File: src/rtl/assert_macros.svh
// assertion macros used by bhte_back.sv
// no dependencies
`ifndef ASSERT_MACROS_SVH
`define ASSERT_MACROS_SVH

// property holds at every clock edge out of reset
`define CHK_AT(lbl, clk, rstn, prop, msg) \
    lbl: assert property (@(posedge clk) disable iff (!rstn) (prop)) else $error(msg);

// consequent holds in the cycle after the antecedent
`define CHK_NEXT(lbl, clk, rstn, ante, cons, msg) \
    lbl: assert property (@(posedge clk) disable iff (!rstn) (ante) |=> (cons)) else $error(msg);

`endif

File: src/rtl/bhte_pkg.sv
// shared types, codes and helpers of the hash table engine
// no dependencies
package bhte_pkg;

    localparam logic [1:0] ACT_GET = 2'd0;
    localparam logic [1:0] ACT_SET = 2'd1;
    localparam logic [1:0] ACT_CLR = 2'd2;

    localparam logic [1:0] ST_UNUSED = 2'd0;
    localparam logic [1:0] ST_LIVE   = 2'd1;
    localparam logic [1:0] ST_TOMB   = 2'd2;

    localparam logic [1:0] STAT_OK     = 2'd0;
    localparam logic [1:0] STAT_ABSENT = 2'd1;
    localparam logic [1:0] STAT_FULL   = 2'd2;

    localparam logic [63:0] FNV_BASIS = 64'hCBF29CE484222325;

    // one operation as handed from the hashing front to the table back end
    typedef struct packed {
        logic [1:0]  action;
        logic [63:0] key;
        logic [3:0]  len;
        logic [63:0] val;
        logic [63:0] hash;
    } t_job;

    function automatic logic [7:0] fold_byte(input logic [7:0] b, input logic ci);
        logic [7:0] r;
        r = b;
        if (ci && b >= 8'h41 && b <= 8'h5A) begin
            r = b + 8'h20;
        end
        return r;
    endfunction

    function automatic logic [63:0] fold_key(input logic [63:0] k, input logic ci);
        logic [63:0] r;
        for (int i = 0; i < 8; i++) begin
            r[8*i +: 8] = fold_byte(k[8*i +: 8], ci);
        end
        return r;
    endfunction

endpackage

File: src/rtl/bhte_front.sv
// front end: takes an item, masks the key, runs fnv-1a one byte a cycle,
// then reduces the hash to home slot and probe step one 16-bit digit at a time; uses bhte_pkg
module bhte_front import bhte_pkg::*; #(
    parameter int SLOT_COUNT = 1021,
    parameter int KEY_BYTES  = 8,
    parameter int VALUE_BITS = 32
) (
    input  logic                          i_clk,
    input  logic                          i_rst_n,
    input  logic                          i_valid,
    output logic                          o_ready,
    input  logic [1:0]                    i_action,
    input  logic [63:0]                   i_key,
    input  logic [3:0]                    i_len,
    input  logic [31:0]                   i_value,
    input  logic                          i_ci,
    input  logic                          i_hold,
    output logic                          o_valid,
    input  logic                          i_ready,
    output t_job                          o_job,
    output logic [$clog2(SLOT_COUNT)-1:0] o_home,
    output logic [$clog2(SLOT_COUNT)-1:0] o_step
);
    localparam int AW = $clog2(SLOT_COUNT);
    localparam logic [63:0] VMASK = {64{1'b1}} >> (64 - VALUE_BITS);
    // floor(2^32 / m): quotient estimate is exact or one low
    localparam logic [32:0] RC_HOME = 33'((65'd1 << 32) / 65'(SLOT_COUNT));
    localparam logic [32:0] RC_STEP = 33'((65'd1 << 32) / 65'(SLOT_COUNT - 2));

    typedef enum logic [1:0] {F_IDLE, F_HASH, F_MOD, F_OUT} t_fstate;

    t_fstate       r_state;
    t_job          r_job;
    logic [3:0]    r_i;
    logic [1:0]    r_dig;
    logic          r_ph;
    logic [31:0]   r_qh;
    logic [31:0]   r_qs;
    logic [AW-1:0] r_home;
    logic [AW-1:0] r_step;

    logic [3:0]    n_len;
    logic [63:0]   n_key;
    logic [2:0]    n_idx;
    logic [63:0]   n_hx;
    logic [63:0]   n_hash;
    logic [15:0]   n_dig;
    logic [31:0]   n_vh;
    logic [31:0]   n_vs;
    logic [31:0]   n_qh;
    logic [31:0]   n_qs;
    logic [31:0]   n_rh;
    logic [31:0]   n_rs;

    assign o_ready = (r_state == F_IDLE) && !i_hold;
    assign o_valid = (r_state == F_OUT);
    assign o_job   = r_job;
    assign o_home  = r_home;
    assign o_step  = r_step + AW'(1);

    always_comb begin
        n_len = (i_len > 4'(KEY_BYTES)) ? 4'(KEY_BYTES) : i_len;
        for (int i = 0; i < 8; i++) begin
            n_key[8*i +: 8] = (4'(i) < n_len) ? i_key[8*i +: 8] : 8'h00;
        end
        n_idx  = 3'(r_i - 4'd1);
        n_hx   = r_job.hash ^ {56'b0, fold_byte(r_job.key[8*n_idx +: 8], i_ci)};
        // times 2^40 + 0x1b3
        n_hash = (n_hx << 40) + (n_hx << 8) + (n_hx << 7) + (n_hx << 5)
               + (n_hx << 4) + (n_hx << 1) + n_hx;
        // remainder so far shifted up by one 16-bit digit, top digit first
        n_dig  = r_job.hash[16*r_dig +: 16];
        n_vh   = {16'(r_home), n_dig};
        n_vs   = {16'(r_step), n_dig};
        n_qh   = 32'((65'(n_vh) * 65'(RC_HOME)) >> 32);
        n_qs   = 32'((65'(n_vs) * 65'(RC_STEP)) >> 32);
        n_rh   = n_vh - r_qh * 32'(SLOT_COUNT);
        n_rs   = n_vs - r_qs * 32'(SLOT_COUNT - 2);
        if (n_rh >= 32'(SLOT_COUNT)) begin
            n_rh = n_rh - 32'(SLOT_COUNT);
        end
        if (n_rs >= 32'(SLOT_COUNT - 2)) begin
            n_rs = n_rs - 32'(SLOT_COUNT - 2);
        end
    end

    always_ff @(posedge i_clk) begin
        if (!i_rst_n) begin
            r_state <= F_IDLE;
        end else begin
            unique case (r_state)
                F_IDLE: begin
                    if (i_valid && o_ready) begin
                        r_job.action <= i_action;
                        r_job.key    <= n_key;
                        r_job.len    <= n_len;
                        r_job.val    <= 64'(i_value) & VMASK;
                        r_job.hash   <= FNV_BASIS;
                        r_i          <= n_len;
                        r_dig        <= 2'd3;
                        r_ph         <= 1'b0;
                        r_home       <= '0;
                        r_step       <= '0;
                        r_state      <= (n_len == 4'd0) ? F_MOD : F_HASH;
                    end
                end
                F_HASH: begin
                    r_job.hash <= n_hash;
                    r_i        <= r_i - 4'd1;
                    if (r_i == 4'd1) begin
                        r_state <= F_MOD;
                    end
                end
                F_MOD: begin
                    r_ph <= ~r_ph;
                    if (!r_ph) begin
                        r_qh <= n_qh;
                        r_qs <= n_qs;
                    end else begin
                        r_home <= AW'(n_rh);
                        r_step <= AW'(n_rs);
                        r_dig  <= r_dig - 2'd1;
                        if (r_dig == 2'd0) begin
                            r_state <= F_OUT;
                        end
                    end
                end
                F_OUT: begin
                    if (i_ready) begin
                        r_state <= F_IDLE;
                    end
                end
                default: r_state <= F_IDLE;
            endcase
        end
    end

endmodule

File: config.mk
export PLATFORM = sky130hd
export DESIGN_NAME = bhte_front
export DESIGN_NICKNAME = d
export VERILOG_FILES = /design/src/rtl/assert_macros.svh /design/src/rtl/bhte_pkg.sv /design/src/rtl/bhte_front.sv
export SDC_FILE = /design/constraint.sdc
export NUM_CORES = 2
export LEC_CHECK = 0
export BUFFER_PORTS_ARGS = -buffer_cell sky130_fd_sc_hd__buf_4
export CORE_UTILIZATION = 55
export CTS_CLUSTER_SIZE = 20
export DETAILED_ROUTE_END_ITERATION = 10
export PLACE_DENSITY = 0.77
export RECOVER_POWER = 100
export SLEW_MARGIN = 5
export SYNTH_ARGS = -nofsm -noshare
export SYNTH_HDL_FRONTEND = slang
export SYNTH_SLANG_ARGS = --single-unit
File: constraint.sdc
create_clock -name i_clk -period 11.65 [get_ports i_clk]
set_clock_uncertainty 0.2 [all_clocks]
set_input_delay 0.5825 -clock i_clk [delete_from_list [all_inputs] [get_ports i_clk]]
set_output_delay 0.5825 -clock i_clk [all_outputs]
set_load 0.05 [all_outputs]
==> summary.txt <==
Timing
  – Setup TNS: 0 ns
  – Fmax: 98.2 MHz
  – Hold_ws: 0.0533 ns
  – Final setup vio count: 0
  – Final hold vios: 0
  – Final Critical Period: 10.18 ns
  – Slew @ Worst Pin: 3.92 ns
  – RSZ-0062 raised after global routing: false
  – Worst slew margin: -161%
  – Fin. max-slew vios: 319
  – Crit share post-route: 87.4%

Clocking
  – CTS Buf Count: 29
  – Root Driver: clkbuf_16
  – Postcts setup bufs: 0
  – Worst-skew pair later-pin latency: 0.63 ns
  – Max Root-Sink Buffers: 3
  – TritonCTS clock tree: done
  – CTS sink cnt: 229
  – CTS H-tree lvls: 1
  – Clock slew at reported path FFs: 0.07 ns

GRT
  – First-pass GRT wire length: 167 mm
  – Initial antenna violation count: 1
  – GR Layer Usage met3: 5.04%
  – Largest net degree at the start of global routing: 76
  – Total grt overflow: 0
  – Vias in the first global route: 30700
  – GRT Max-Usage Layer: met2
  – Routing usage on met2: 50.7%
  – Met1 usage: 35.6%
  – GR Util All Layers: 28.8%

Worst setup path
  – Buffers & Inverters on Critical Path: 4
  – Kind of critical path: register to register
  – Startpoint types: register
  – CP Data Arrival Time: 10.35 ns
  – Most frequent CP cell: a21oi_1
  – Reg-to-reg endpoint: o_job[59]
  – Reg2reg path depth: 28
  – CP Data Required Time: 11.81 ns
  – Crit-path slowest cell: xor2_1
  – Launch point of the worst reg-to-reg path: r_i[0]
  – R2R setup slack: 1.47 ns
  – CP max stage delay: 0.92 ns
  – CP startpoint: r_i[0]
  – Crit. End Element: register
  – Crit Path Max Fanout: 19
  – Critical path depth in cells: 28
  – Setup crit end: o_job[59]
  – Delay-heaviest family, CP: compound AO/OA/AOI/OAI gates

Floorplanning
  – Die area: 74800 sq um
  – Die height: 274 um
  – Starting Density: 55.6%
  – Die width: 274 um
  – Num rows: 99
  – Core Box Area: 73000 sq um
  – Ports: 328

Synthesis
  – Area leader, netlist: fa_1
  – Post-synth top area share: 29.5%
  – YS warnings: 0
  – Flip-flop and latch count after synthesis: 229
  – Post-synthesis sequential area ratio: 16.9%
  – Primary FF master, synth: edfxtp_1
  – Post-synth cell types: 82
  – Mapped Cells: 3970
  – Mapped Avg Cell Area: 10.2 sq um
  – Number of synthesized flops with an enable pin: 227
  – Synth top area cells: fa_1 29%, ha_1 21%, edfxtp_1 17%
  – Synth Cell Area: 40500 sq um
  – Fraction of registers with async set/reset: 0%

Run status
  – Failing checks: capacitance limit, slew limit
  – Status: finished, violations left

Route
  – Initial DRC Count: 1547
  – Routed WL: 104 mm
  – Residual DRC count: 0
  – WL per Instance: 19.7 um
  – Antenna viol nets, final: 0
  – Pre-antenna DRT Iters: 6
  – Vias per inst: 5.49
  – DR vias: 29000

Min path
  – Worst min path class: input pin to register

Finish
  – P&R area growth vs syn: 9.47%
  – Commonest non-fill, non-tap cell in the layout: inv_1
  – Fin nets: 5685
  – Most frequent cells in the layout: 1071 x inv_1, 686 x ha_1, 597 x fa_1
  – Register area: 6860 sq um
  – Area occupied by multi-input gates: 29300 sq um
  – Diode count: 0
  – Share of post-route cells with drive strength above 1: 5.07%
  – Fill cell count: 6079
  – Final Cell Area: 44400 sq um
  – Cell Count, Final, Fillers Out: 5276

Job
  – Max_cap viols: 8

Placement
  – Input/output buffers: 295
  – Post-DP Area: 43800 sq um
  – Placed insts: 5188
  – Routability cong.: 0.942
  – DP Wirelength: 85.4 mm
-- Yosys cell counts (9+ instances only) --
| library cell | number |
|---|---|
| xnor2_1 | 94 |
| xor2_1 | 45 |
| o211ai_1 | 9 |
| buf_4 | 32 |
| edfxtp_1 | 227 |
| nand3_1 | 37 |
| o21bai_1 | 15 |
| nand2b_1 | 20 |
| and2_1 | 51 |
| nor3_1 | 29 |
| o31ai_1 | 16 |
| nor2b_1 | 75 |
| or3_1 | 12 |
| a211oi_1 | 23 |
| mux4_2 | 27 |
| a21oi_1 | 152 |
| fa_1 | 597 |
| mux2i_1 | 18 |
| clkbuf_1 | 48 |
| ha_1 | 686 |
| and3_1 | 22 |
| o21ai_0 | 93 |
| a21o_1 | 89 |
| a31oi_1 | 19 |
| o21a_1 | 24 |
| nor2_1 | 109 |
| nand4_1 | 36 |
| nand2_1 | 133 |
| inv_1 | 1071 |
-- registers in the layout, indices dropped and copies added, names as in the netlist --
| name | cells |
|---|---|
| r_step | 10 |
| r_dig | 2 |
| r_qs | 17 |
| r_state | 2 |
| r_i | 4 |
| r_qh | 17 |
| o_home | 10 |
| r_ph | 1 |
| o_job | 166 |
-- metal layers --
layer,vias to the layer above,wire length (um)
li1,13500,-
met1,14400,41600
met2,852,51800
met3,237,6640
met4,2,4090
met5,-,11
-- area by class of cell --
class                   instances  share of cell area [%]
inverters                    1072                    9.07
well taps                     959                    2.70
repair buffers                349                    4.42
clock inverters                24                   0.702
clock buffers                  30                    1.64
flip-flops and latches        229                    15.5
multi-input cells            2613                    66.0
-- per-stage QoR --
step / util (%) / setup WS [ns]
after floorplan: - / 3.05
after global placement: 60.0 / 1.75
after detailed placement: 60.0 / 1.38
after CTS: 61.9 / 1.35
after global routing: 60.8 / 0.910
final: 60.8 / 1.47
-- worst min-delay path by stage --
stage                from         end  slack, ns  cells after the start
4_1_cts         i_key[59]  o_job[191]       0.02                      2
2_1_floorplan  r_state[0]  r_state[0]       0.27                      2
3_3_place_gp   r_state[0]  r_state[0]       0.29                      2
5_1_grt         i_key[59]  o_job[191]       0.04                      2
6_report        i_key[59]  o_job[191]       0.05                      2
3_5_place_dp   r_state[0]  r_state[0]       0.30                      2
-- kinds of logic (layout without fill, tap and decap cells) --
logic type	count (synthesis)	after routing	share of synthesized area (%)
flip-flops	229	229	16.9
adder cells (fa/ha/maj)	1283	1283	50.7
other	1	32	0.00925
AO/OA/AOI/OAI	529	529	8.54
multiplexers	56	56	2.44
XOR/XNOR	139	139	3.00
AND/OR/NAND/NOR	574	574	7.37
buffers and inverters	1159	1475	11.1
-- timing repair --
action,CTS,global route
setup endpoints to repair,0,0
hold buffers,34,0
resized for setup,0,0
hold endpoints to repair,34,0
-- worst register-to-register path: cells and delay by family (launching register included) --
family                   cells  cell delay (ns)
AO/OA/AOI/OAI               12             3.68
XOR/XNOR                     2             1.52
adder cells (fa/ha/maj)      6             2.34
buffers and inverters        4             0.78
flip-flops                   1             0.32
multiplexers                 2             0.69
AND/OR/NAND/NOR              2             0.42
Power is not shown: default switching activity piles up to over one toggle a cycle in this logic, so the estimate is an artifact.
