File: src/rtl/assert_macros.svh
// assertion macros used by bhte_back.sv
// no dependencies
`ifndef ASSERT_MACROS_SVH
`define ASSERT_MACROS_SVH

// property holds at every clock edge out of reset
`define CHK_AT(lbl, clk, rstn, prop, msg) \
    lbl: assert property (@(posedge clk) disable iff (!rstn) (prop)) else $error(msg);

// consequent holds in the cycle after the antecedent
`define CHK_NEXT(lbl, clk, rstn, ante, cons, msg) \
    lbl: assert property (@(posedge clk) disable iff (!rstn) (ante) |=> (cons)) else $error(msg);

`endif

File: src/rtl/bhte_queue.sv
// small fifo between the front and the back end
// no dependencies
module bhte_queue #(
    parameter int WIDTH = 8,
    parameter int DEPTH = 2
) (
    input  logic             i_clk,
    input  logic             i_rst_n,
    input  logic             i_wr_valid,
    output logic             o_wr_ready,
    input  logic [WIDTH-1:0] i_wr_data,
    output logic             o_rd_valid,
    input  logic             i_rd_ready,
    output logic [WIDTH-1:0] o_rd_data
);
    localparam int PW = (DEPTH > 1) ? $clog2(DEPTH) : 1;
    localparam int CW = $clog2(DEPTH + 1);

    logic [WIDTH-1:0] r_mem [DEPTH];
    logic [PW-1:0]    r_wp;
    logic [PW-1:0]    r_rp;
    logic [CW-1:0]    r_cnt;
    logic             n_wr;
    logic             n_rd;

    assign o_wr_ready = (r_cnt != CW'(DEPTH));
    assign o_rd_valid = (r_cnt != '0);
    assign o_rd_data  = r_mem[r_rp];
    assign n_wr = i_wr_valid && o_wr_ready;
    assign n_rd = o_rd_valid && i_rd_ready;

    always_ff @(posedge i_clk) begin
        if (n_wr) begin
            r_mem[r_wp] <= i_wr_data;
        end
    end

    always_ff @(posedge i_clk) begin
        if (!i_rst_n) begin
            r_wp  <= '0;
            r_rp  <= '0;
            r_cnt <= '0;
        end else begin
            if (n_wr) begin
                r_wp <= (r_wp == PW'(DEPTH - 1)) ? '0 : r_wp + PW'(1);
            end
            if (n_rd) begin
                r_rp <= (r_rp == PW'(DEPTH - 1)) ? '0 : r_rp + PW'(1);
            end
            if (n_wr && !n_rd) begin
                r_cnt <= r_cnt + CW'(1);
            end else if (n_rd && !n_wr) begin
                r_cnt <= r_cnt - CW'(1);
            end
        end
    end

endmodule

File: config.mk
export PLATFORM = sky130hd
export DESIGN_NAME = bhte_queue
export DESIGN_NICKNAME = d
export VERILOG_FILES = /design/src/rtl/assert_macros.svh /design/src/rtl/bhte_queue.sv
export SDC_FILE = /design/constraint.sdc
export NUM_CORES = 1
export LEC_CHECK = 0
export BUFFER_PORTS_ARGS = -buffer_cell sky130_fd_sc_hd__buf_2
export CELL_PAD_IN_SITES_DETAIL_PLACEMENT = 1
export CELL_PAD_IN_SITES_GLOBAL_PLACEMENT = 1
export CORE_MARGIN = 2
export CORE_UTILIZATION = 30
export CTS_CLUSTER_SIZE = 24
export DETAILED_ROUTE_END_ITERATION = 16
export GPL_ROUTABILITY_DRIVEN = 0
export HOLD_SLACK_MARGIN = 0.02
export PLACE_DENSITY_LB_ADDON = 0.1
export REMOVE_ABC_BUFFERS = 1
export SYNTH_ARGS = -nofsm -noshare
export SYNTH_HDL_FRONTEND = slang
export SYNTH_SLANG_ARGS = --single-unit
File: constraint.sdc
create_clock -name i_clk -period 1.8 [get_ports i_clk]
set_input_delay 0.27 -clock i_clk [delete_from_list [all_inputs] [get_ports i_clk]]
set_output_delay 0.27 -clock i_clk [all_outputs]
set_load 0.02 [all_outputs]
==> results of run 1 <==
[worst paths after layout]
path	from	endpoint	cells after the start
hold reg to reg	r_rp	flop	2
setup reg to reg	r_cnt[0]	r_cnt[1]	5
hold / removal	i_wr_data[5]	r_mem[1][5]	1
setup / recovery	flop	o_rd_data[5]	2
[per-layer routing]
metal,vias to the layer above,global-route usage [%]
met3,0,2.79
met4,0,2.04
li1,231,-
met1,213,12.6
met2,16,12.2
met5,-,0
[worst reg2reg max path: cells and delay by family, from the launching register on]
kind | cells | cell delay (ns)
and+or+nand+nor | 3 | 0.71
AOI/OAI and AO/OA | 1 | 0.14
DFF | 1 | 0.37
adders and majority gates | 1 | 0.31
[registers in the layout, summed over array words and instances (netlist names), named ones only]
register	cells
r_wp	1
r_cnt	2
r_rp	1
r_mem	16
[placed cells by master (no fill, tap or decap)]
cell	n
a21bo_2	1
a21oi_1	2
and2_1	1
and3_1	1
buf_2	21
clkbuf_4	3
clkinv_2	1
dfxtp_1	5
edfxtp_1	16
ha_1	1
inv_1	2
mux2_2	8
nand2b_4	1
nand3b_1	1
nor2_1	3
o21ai_0	2
or2_2	1
or3_1	1
xor2_1	3
[Yosys cell counts]
cell type	number
and2_1	1
a21bo_2	1
nand3b_1	1
o21ai_0	2
buf_2	1
or2_2	1
nor2_1	3
and3_1	1
edfxtp_1	16
mux2_2	8
xor2_1	3
a21oi_1	2
nand2b_4	1
dfxtp_1	5
ha_1	1
or3_1	1
inv_1	2
[layout make-up]
| cell class | instances | area, µm² |
|---|---|---|
| Fill cell | 271 | 1550 |
| Sequential cell | 21 | 581 |
| Multi-Input combinational cell | 26 | 216 |
| Timing Repair Buffer | 21 | 105 |
| Tap cell | 30 | 37.5 |
| Clock buffer | 3 | 22.5 |
| Inverter | 2 | 7.51 |
| Clock inverter | 1 | 5.00 |
[power by group]
group	switching (mW)	internal (mW)
clock	0.138	0.0826
combinational	0.242	0.203
sequential	0.0639	0.615
total	0.444	0.900
[through the flow]
| stage | cells | util, % | setup slack, ns | hold slack (ns) | total power, mW |
|---|---|---|---|---|---|
| floorplan | 49 | - | 0.276 | 0.369 | 1.01 |
| finish | 104 | 38.6 | 0.150 | 0.153 | 1.34 |
| detailed placement | 100 | 37.5 | 0.237 | 0.463 | 1.15 |
| global route | 104 | 38.6 | 0.0233 | 0.124 | 1.44 |
| CTS | 104 | 38.6 | 0.0846 | 0.137 | 1.38 |
| global placement | 100 | 37.5 | 0.271 | 0.459 | 1.15 |
[logic make-up (layout without fill, tap and decap cells)]
family	Yosys count	in the layout	share of synthesized area [%]
AND/OR/NAND/NOR	9	9	7.11
buffers and inverters	3	27	1.55
multiplexers	8	8	11.1
flip-flops	21	21	71.7
adder cells (fa/ha/maj)	1	1	1.55
AO/OA/AOI/OAI	5	5	3.71
XOR/XNOR	3	3	3.25
==> out/qor.csv, run 1 <==
stage,metric,value,unit
run_status,status,"complete, no violations",
timing,setup-tns-final,0,ns
floorplanning,die-area,3130,µm²
global_routing,grt_max_degree,13,
critical_path,critPathRequiredTime,1.53,ns
placed_design,dp_hpwl,951,µm
global_routing,antenna_found_initial,0,
finish,layout-drive-gt1-share,48.6,%
critical_path,worst_path_max_delay_cell,dfxtp_1,
logic_synthesis,yosys_warnings,0,
timing,hold_violations,0,
finish,area_growth,20.4,%
route,vias,460,
global_routing,grt_pass1_vias,431,
route,vias_per_cell,4.42,
global_routing,gr-usage-all-layers,8.57,%
placed_design,io_buffers,21,
clocking,cts.repair.resized,0,
logic_synthesis,synth_area,810,µm²
floorplanning,pin_count,22,
floorplanning,core,2520,µm²
timing,worstMarginPinSlew,0.406,ns
clocking,numClockSinks,21,
timing,slew_headroom,72.9,%
finish,layout.nets,88,
power,p_per_area,1380,nW/µm²
clocking,post_cts_buffers,0,
logic_synthesis,syn_avg_cell_area,16.2,µm²
timing,finalSetupViolations,0,
route,dr_wl_met2,574,µm
clocking,ctsHoldBuffers,0,
clocking,cts_buffers,3,
logic_synthesis,yosys.area.top_type,edfxtp_1,
global_routing,grt.overflow.total,0,
route,firstDrtPassIters,4,
timing,slew_viol_final,0,
floorplanning,die_y,55.9,µm
timing,post-route-period-util,91.6,%
route,m1WireLength,604,µm
critical_path,cp_slowest_stage_delay,0.55,ns
route,drt_iter0_markers,6,
worst_hold_path,holdCritPathClass,in2reg,
clocking,cts_tree,done,
logic_synthesis,synthDistinctLibCells,17,
route,drc,0,
finish,finish.instance_area,975,µm²
clocking,htreeDepth,1,
critical_path,critical_path_buf_inv_count,1,
critical_path,critPathKind,reg2out,
placed_design,place_area,947,µm²
critical_path,reg2reg_setup_slack,0.22,ns
logic_synthesis,netlist.area_leader.share,59.4,%
clocking,root_buffer,clkbuf_4,
critical_path,cp.arrival,1.38,ns
route,top_layer,met3,
critical_path,cp_cell_sequence,mux2_2 > buf_2,
route,drt-total-wl,1250,µm
route,ant_nets,0,
logic_synthesis,synth_area_leaders,"edfxtp_1 59%, dfxtp_1 12%, mux2_2 11%",
clocking,clockBufferDepth,2,
timing,max_freq,606,MHz
floorplanning,fp.dieW,55.9,µm
critical_path,startpoint_type,flop,
floorplanning,initial_core_util,32.1,%
power,p_leak,0.390,nW
job,maxCapViolCount,0,
route,wl_per_cell,12.0,µm
logic_synthesis,synth-seq-cells,21,
floorplanning,rows,18,
finish,antenna_cells,0,
clocking,worstSkewPairLatency,0.29,ns
timing,min_period,1.65,ns
global_routing,grt_first_pass_wirelength,2020,µm
route,dr_wl_met3,71,µm
timing,clock_skew,0.00394,ns
critical_path,endpoint_kind,primary output,
timing,rsz0062_at_grt,no,
power,peakVddDrop,0.713,mV
logic_synthesis,syn_inst,50,
critical_path,cp_max_fo,8,
clocking,clkTransAtPathRegs,0.12,ns
logic_synthesis,yosysSeqAreaShare,71.7,%
critical_path,critical_path.top_delay_family,flip-flops,
No activity file was read; power rests on OpenSTA's default activity.
==> inputs of run 2 (changes only) <==
==> constraint.sdc (replaced) <==
create_clock -name i_clk -period 1.6 [get_ports i_clk]
set_input_delay 0.24 -clock i_clk [delete_from_list [all_inputs] [get_ports i_clk]]
set_output_delay 0.24 -clock i_clk [all_outputs]
set_load 0.02 [all_outputs]
==> out/qor.csv, run 2 (synthesis results as in run 1) <==
stage,metric,value,unit
floorplanning,pin_count,22,
finish,layout-drive-gt1-share,55.3,%
critical_path,cp_max_fo,5,
critical_path,critPathRequiredTime,1.84,ns
global_routing,antenna_found_initial,0,
clocking,htreeDepth,1,
finish,top_register,r_mem,
finish,final_common_cell,buf_2,
clocking,ctsHoldBuffers,0,
route,drt_iter0_markers,4,
clocking,clkTransAtPathRegs,0.12,ns
global_routing,gr-usage-all-layers,8.84,%
timing,post-route-period-util,95.5,%
timing,hold_ws,0.115,ns
clocking,clockBufferDepth,2,
finish,area_growth,24.9,%
floorplanning,rows,18,
critical_path,reg2reg_to,r_cnt[1],
job,maxCapViolCount,0,
run_status,status,"complete, no violations",
power,p_leak,0.398,nW
finish,layout.nets,90,
critical_path,endpoint_kind,flop,
critical_path,cp.arrival,1.76,ns
clocking,root_buffer,clkbuf_4,
route,vias,463,
route,firstDrtPassIters,2,
finish,fin_util,40.1,%
clocking,cts_buffers,3,
critical_path,critPathKind,reg2reg,
global_routing,grt_pass1_vias,441,
critical_path,reg2reg_depth,6,
floorplanning,die_y,55.9,µm
route,vias_per_cell,4.37,
worst_hold_path,holdCritPathClass,in2reg,
critical_path,cp-endpoint,r_cnt[1],
finish,final_cell_mix,"21 x buf_2, 16 x edfxtp_1, 8 x mux2_2",
placed_design,io_buffers,21,
finish,reg_top3,"r_mem x16, r_cnt x2",
timing,max_freq,655,MHz
critical_path,reg2reg_from,r_cnt[0],
timing,worstMarginPinSlew,0.393,ns
clocking,numClockSinks,21,
timing,min_period,1.53,ns
timing,slew_viol_final,0,
global_routing,grt_first_pass_wirelength,2060,µm
global_routing,grt.overflow.total,0,
power,power,1.59,mW
critical_path,cp-startpoint,r_cnt[0],
power,peakVddDrop,0.775,mV
timing,setup_ws,0.0727,ns
route,ant_nets,0,
clocking,cts_tree,done,
placed_design,dp_hpwl,958,µm
power,p_per_area,1570,nW/µm²
finish,largest_reg_flops,16,
timing,hold_violations,0,
timing,slew_headroom,73.8,%
placed_design,dp_slack,0.0338,ns
floorplanning,die-area,3130,µm²
timing,rsz0062_at_grt,no,
finish,antenna_cells,0,
timing,clock_skew,0.00517,ns
global_routing,grt_max_degree,14,
route,drc,0,
clocking,worstSkewPairLatency,0.30,ns
critical_path,startpoint_type,flop,
route,drt-total-wl,1310,µm
timing,setup-tns-final,0,ns
floorplanning,initial_core_util,32.1,%
route,wl_per_cell,12.3,µm
floorplanning,core,2520,µm²
timing,finalSetupViolations,0,
critical_path,reg2reg_setup_slack,0.07,ns
floorplanning,fp.dieW,55.9,µm
run 2: final cells by class:
type                    count  area [µm²]
repair buffers             23         120
multi-input cells          26         229
fillers                   284        1510
clock inverters             1        7.51
clock buffers               3        22.5
well taps                  30        37.5
inverters                   2        7.51
flip-flops and latches     21         587
run 2: through the flow:
step / std cells / cell area [µm²]
after global routing: 106 / 1010
after CTS: 105 / 986
after floorplan: 49 / 805
after detailed placement: 101 / 955
final: 106 / 1010
after global placement: 101 / 955
run 2: timing repair:
action	in CTS	in global routing
setup endpoints to repair	8	1
pin swaps	0	0
buffers inserted	0	1
resized for setup	1	5
run 2: worst min-delay path by stage:
stage / slack [ns] / start / end / depth (start not counted)
floorplan: 0.34 / i_wr_data[0] / r_mem[0][0] / 0
global placement: 0.43 / i_wr_data[5] / r_mem[1][5] / 1
detailed placement: 0.43 / i_wr_data[1] / r_mem[0][1] / 1
CTS: 0.10 / i_wr_data[1] / r_mem[0][1] / 1
global route: 0.08 / i_wr_data[3] / r_mem[0][3] / 1
finish: 0.12 / i_wr_data[3] / r_mem[1][3] / 1
run 2: worst max-delay path: stages (launching register included):
cell      delay (ns)
dfxtp_4         0.38
nand2b_4        0.15
and2_1          0.19
ha_4            0.16
xor2_1          0.14
or3_1           0.31
a21oi_1         0.14
run 2: metal layers:
layer,share of wire [%],global-route usage (%)
met1,50,12.7
met2,44,11.7
met3,6.4,3.26
met4,0,4.08
met5,0,0
run 2: power breakdown:
part           total, mW  internal (mW)  switching, mW
sequential         0.775          0.703         0.0715
clock              0.258         0.0952          0.163
combinational      0.557          0.266          0.292
==> inputs of run 3 (changes only) <==
--- a/config.mk
+++ b/config.mk
@@ -5,13 +5,13 @@
 export SDC_FILE = /design/constraint.sdc
 export NUM_CORES = 1
 export LEC_CHECK = 0
-export BUFFER_PORTS_ARGS = -buffer_cell sky130_fd_sc_hd__buf_2
 export CELL_PAD_IN_SITES_DETAIL_PLACEMENT = 1
 export CELL_PAD_IN_SITES_GLOBAL_PLACEMENT = 1
 export CORE_MARGIN = 2
 export CORE_UTILIZATION = 30
 export CTS_CLUSTER_SIZE = 24
 export DETAILED_ROUTE_END_ITERATION = 16
+export DONT_BUFFER_PORTS = 1
 export GPL_ROUTABILITY_DRIVEN = 0
 export HOLD_SLACK_MARGIN = 0.02
 export PLACE_DENSITY_LB_ADDON = 0.1
==> out/qor.csv, run 3 (synthesis results as in run 1) <==
stage,metric,value,unit
run_status,status,"complete, no violations",
clocking,clkTransAtPathRegs,0.10,ns
finish,final_cell_mix,"16 x edfxtp_1, 8 x mux2_2, 8 x dlygate4sd3_1",
route,vias_per_cell,4.59,
worst_hold_path,min_from,i_wr_valid,
global_routing,antenna_found_initial,0,
global_routing,grt.overflow.total,0,
finish,final_common_cell,edfxtp_1,
clocking,cts_tree,done,
timing,hold_violations,0,
clocking,worstSkewPairLatency,0.28,ns
critical_path,cp_max_fo,5,
finish,top_register,r_mem,
floorplanning,die_y,55.9,µm
placed_design,dp_hpwl,1020,µm
floorplanning,core,2520,µm²
critical_path,reg2reg_from,r_cnt[1],
global_routing,grt_first_pass_wirelength,2030,µm
timing,setup-tns-final,0,ns
critical_path,critPathRequiredTime,1.83,ns
timing,worstMarginPinSlew,0.403,ns
timing,min_period,1.51,ns
timing,hold_ws,0.142,ns
critical_path,critPathKind,reg2reg,
timing,rsz0062_at_grt,no,
worst_hold_path,holdCritPathClass,in2reg,
critical_path,reg2reg_setup_slack,0.09,ns
finish,largest_reg_flops,16,
critical_path,worst_path_max_delay_cell,dfxtp_1,
timing,post-route-period-util,94.2,%
finish,fillers,259,
finish,antenna_cells,0,
clocking,root_buffer,clkbuf_4,
critical_path,cp_cell_sequence,nand2b_4 > and2_1 > ha_1 > or3_1 > a21oi_1,
route,firstDrtPassIters,2,
critical_path,cp.arrival,1.73,ns
finish,area_growth,19.3,%
floorplanning,pin_count,22,
route,drt-total-wl,1340,µm
critical_path,endpoint_kind,flop,
floorplanning,fp.dieW,55.9,µm
timing,max_freq,664,MHz
route,drc,0,
timing,clock_skew,0.00195,ns
timing,finalSetupViolations,0,
floorplanning,rows,18,
global_routing,gr-usage-all-layers,8.49,%
floorplanning,initial_core_util,32.1,%
power,power,1.49,mW
global_routing,grt_pass1_vias,449,
route,vias,427,
route,drt_iter0_markers,4,
route,ant_nets,0,
finish,layout-drive-gt1-share,28.6,%
power,p_per_area,1540,nW/µm²
clocking,htreeDepth,1,
global_routing,grt_max_degree,12,
critical_path,cp-startpoint,r_cnt[1],
critical_path,startpoint_type,flop,
finish,layout.nets,77,
placed_design,placed_cells,81,
job,maxCapViolCount,0,
power,peakVddDrop,0.667,mV
timing,slew_headroom,73.2,%
route,wl_per_cell,14.5,µm
power,p_leak,0.348,nW
placed_design,io_buffers,0,
clocking,clockBufferDepth,2,
finish,stdcell_count,93,
floorplanning,die-area,3130,µm²
clocking,numClockSinks,21,
finish,reg_top3,"r_mem x16, r_cnt x2",
timing,slew_viol_final,0,
critical_path,cp_slowest_stage_delay,0.44,ns
clocking,cts_buffers,3,
clocking,post_cts_buffers,0,
==> run 3: cell count changes in the layout (fill, tap and decap cells not counted) <==
cell	previous run	this run
dfxtp_1	2	3
ha_1	0	1
ha_4	1	0
clkinvlp_4	1	0
dlygate4sd3_1	0	8
dfxtp_4	1	0
clkbuf_1	0	1
buf_2	21	0
==> run 3: path summary, 6_finish.rpt <==
check | endpoint | depth (start not counted)
max | r_cnt[1] | 5
min | r_wp | 2
max reg2reg | r_cnt[1] | 5
min reg2reg | r_rp | 2
==> run 3: where the power goes <==
| part | total (mW) | switching [mW] | internal (mW) |
|---|---|---|---|
| sequential | 0.774 | 0.0773 | 0.697 |
| clock | 0.232 | 0.136 | 0.0967 |
| combinational | 0.480 | 0.274 | 0.206 |
==> run 3: final cells by class <==
cell class | count | area [µm²] | area share (%)
well taps | 30 | 37.5 | 3.89
clock buffers | 4 | 26.3 | 2.72
repair buffers | 10 | 95.1 | 9.84
flip-flops and latches | 21 | 583 | 60.4
multi-input cells | 26 | 216 | 22.4
inverters | 2 | 7.51 | 0.777
==> run 3: stage by stage <==
step           utilization [%]  instance area, µm²  setup slack, ns
2_1_floorplan                -                 805           0.0760
4_1_cts                   35.0                 883           0.0267
3_5_place_dp              34.0                 857           0.0452
6_report                  38.3                 966           0.0932
3_3_place_gp              34.0                 857            0.157
5_1_grt                   38.3                 966          0.00546
==> run 3: timing repair <==
action | 4_1_cts | 5_1_grt
setup endpoints to repair | 0 | 7
resized for setup | 0 | 3
hold buffers | 0 | 8
hold endpoints to repair | 0 | 16
==> run 3: routing by layer <==
metal / track usage, % / share of wire [%] / up-vias / wire length (µm)
li1: - / - / 206 / -
met3: 4.19 / 6.2 / 0 / 83
met1: 9.25 / 40 / 207 / 534
met4: 2.04 / 0 / 0 / 0
met2: 14.8 / 54 / 14 / 726
met5: 0 / 0 / - / 0
==> run 3: worst max-delay path, delay by kind of cell (launching register included) <==
family / cells / cell delay, ns
flip-flops: 1 / 0.44
AND/OR/NAND/NOR: 3 / 0.59
adder cells (fa/ha/maj): 1 / 0.28
AO/OA/AOI/OAI: 1 / 0.14
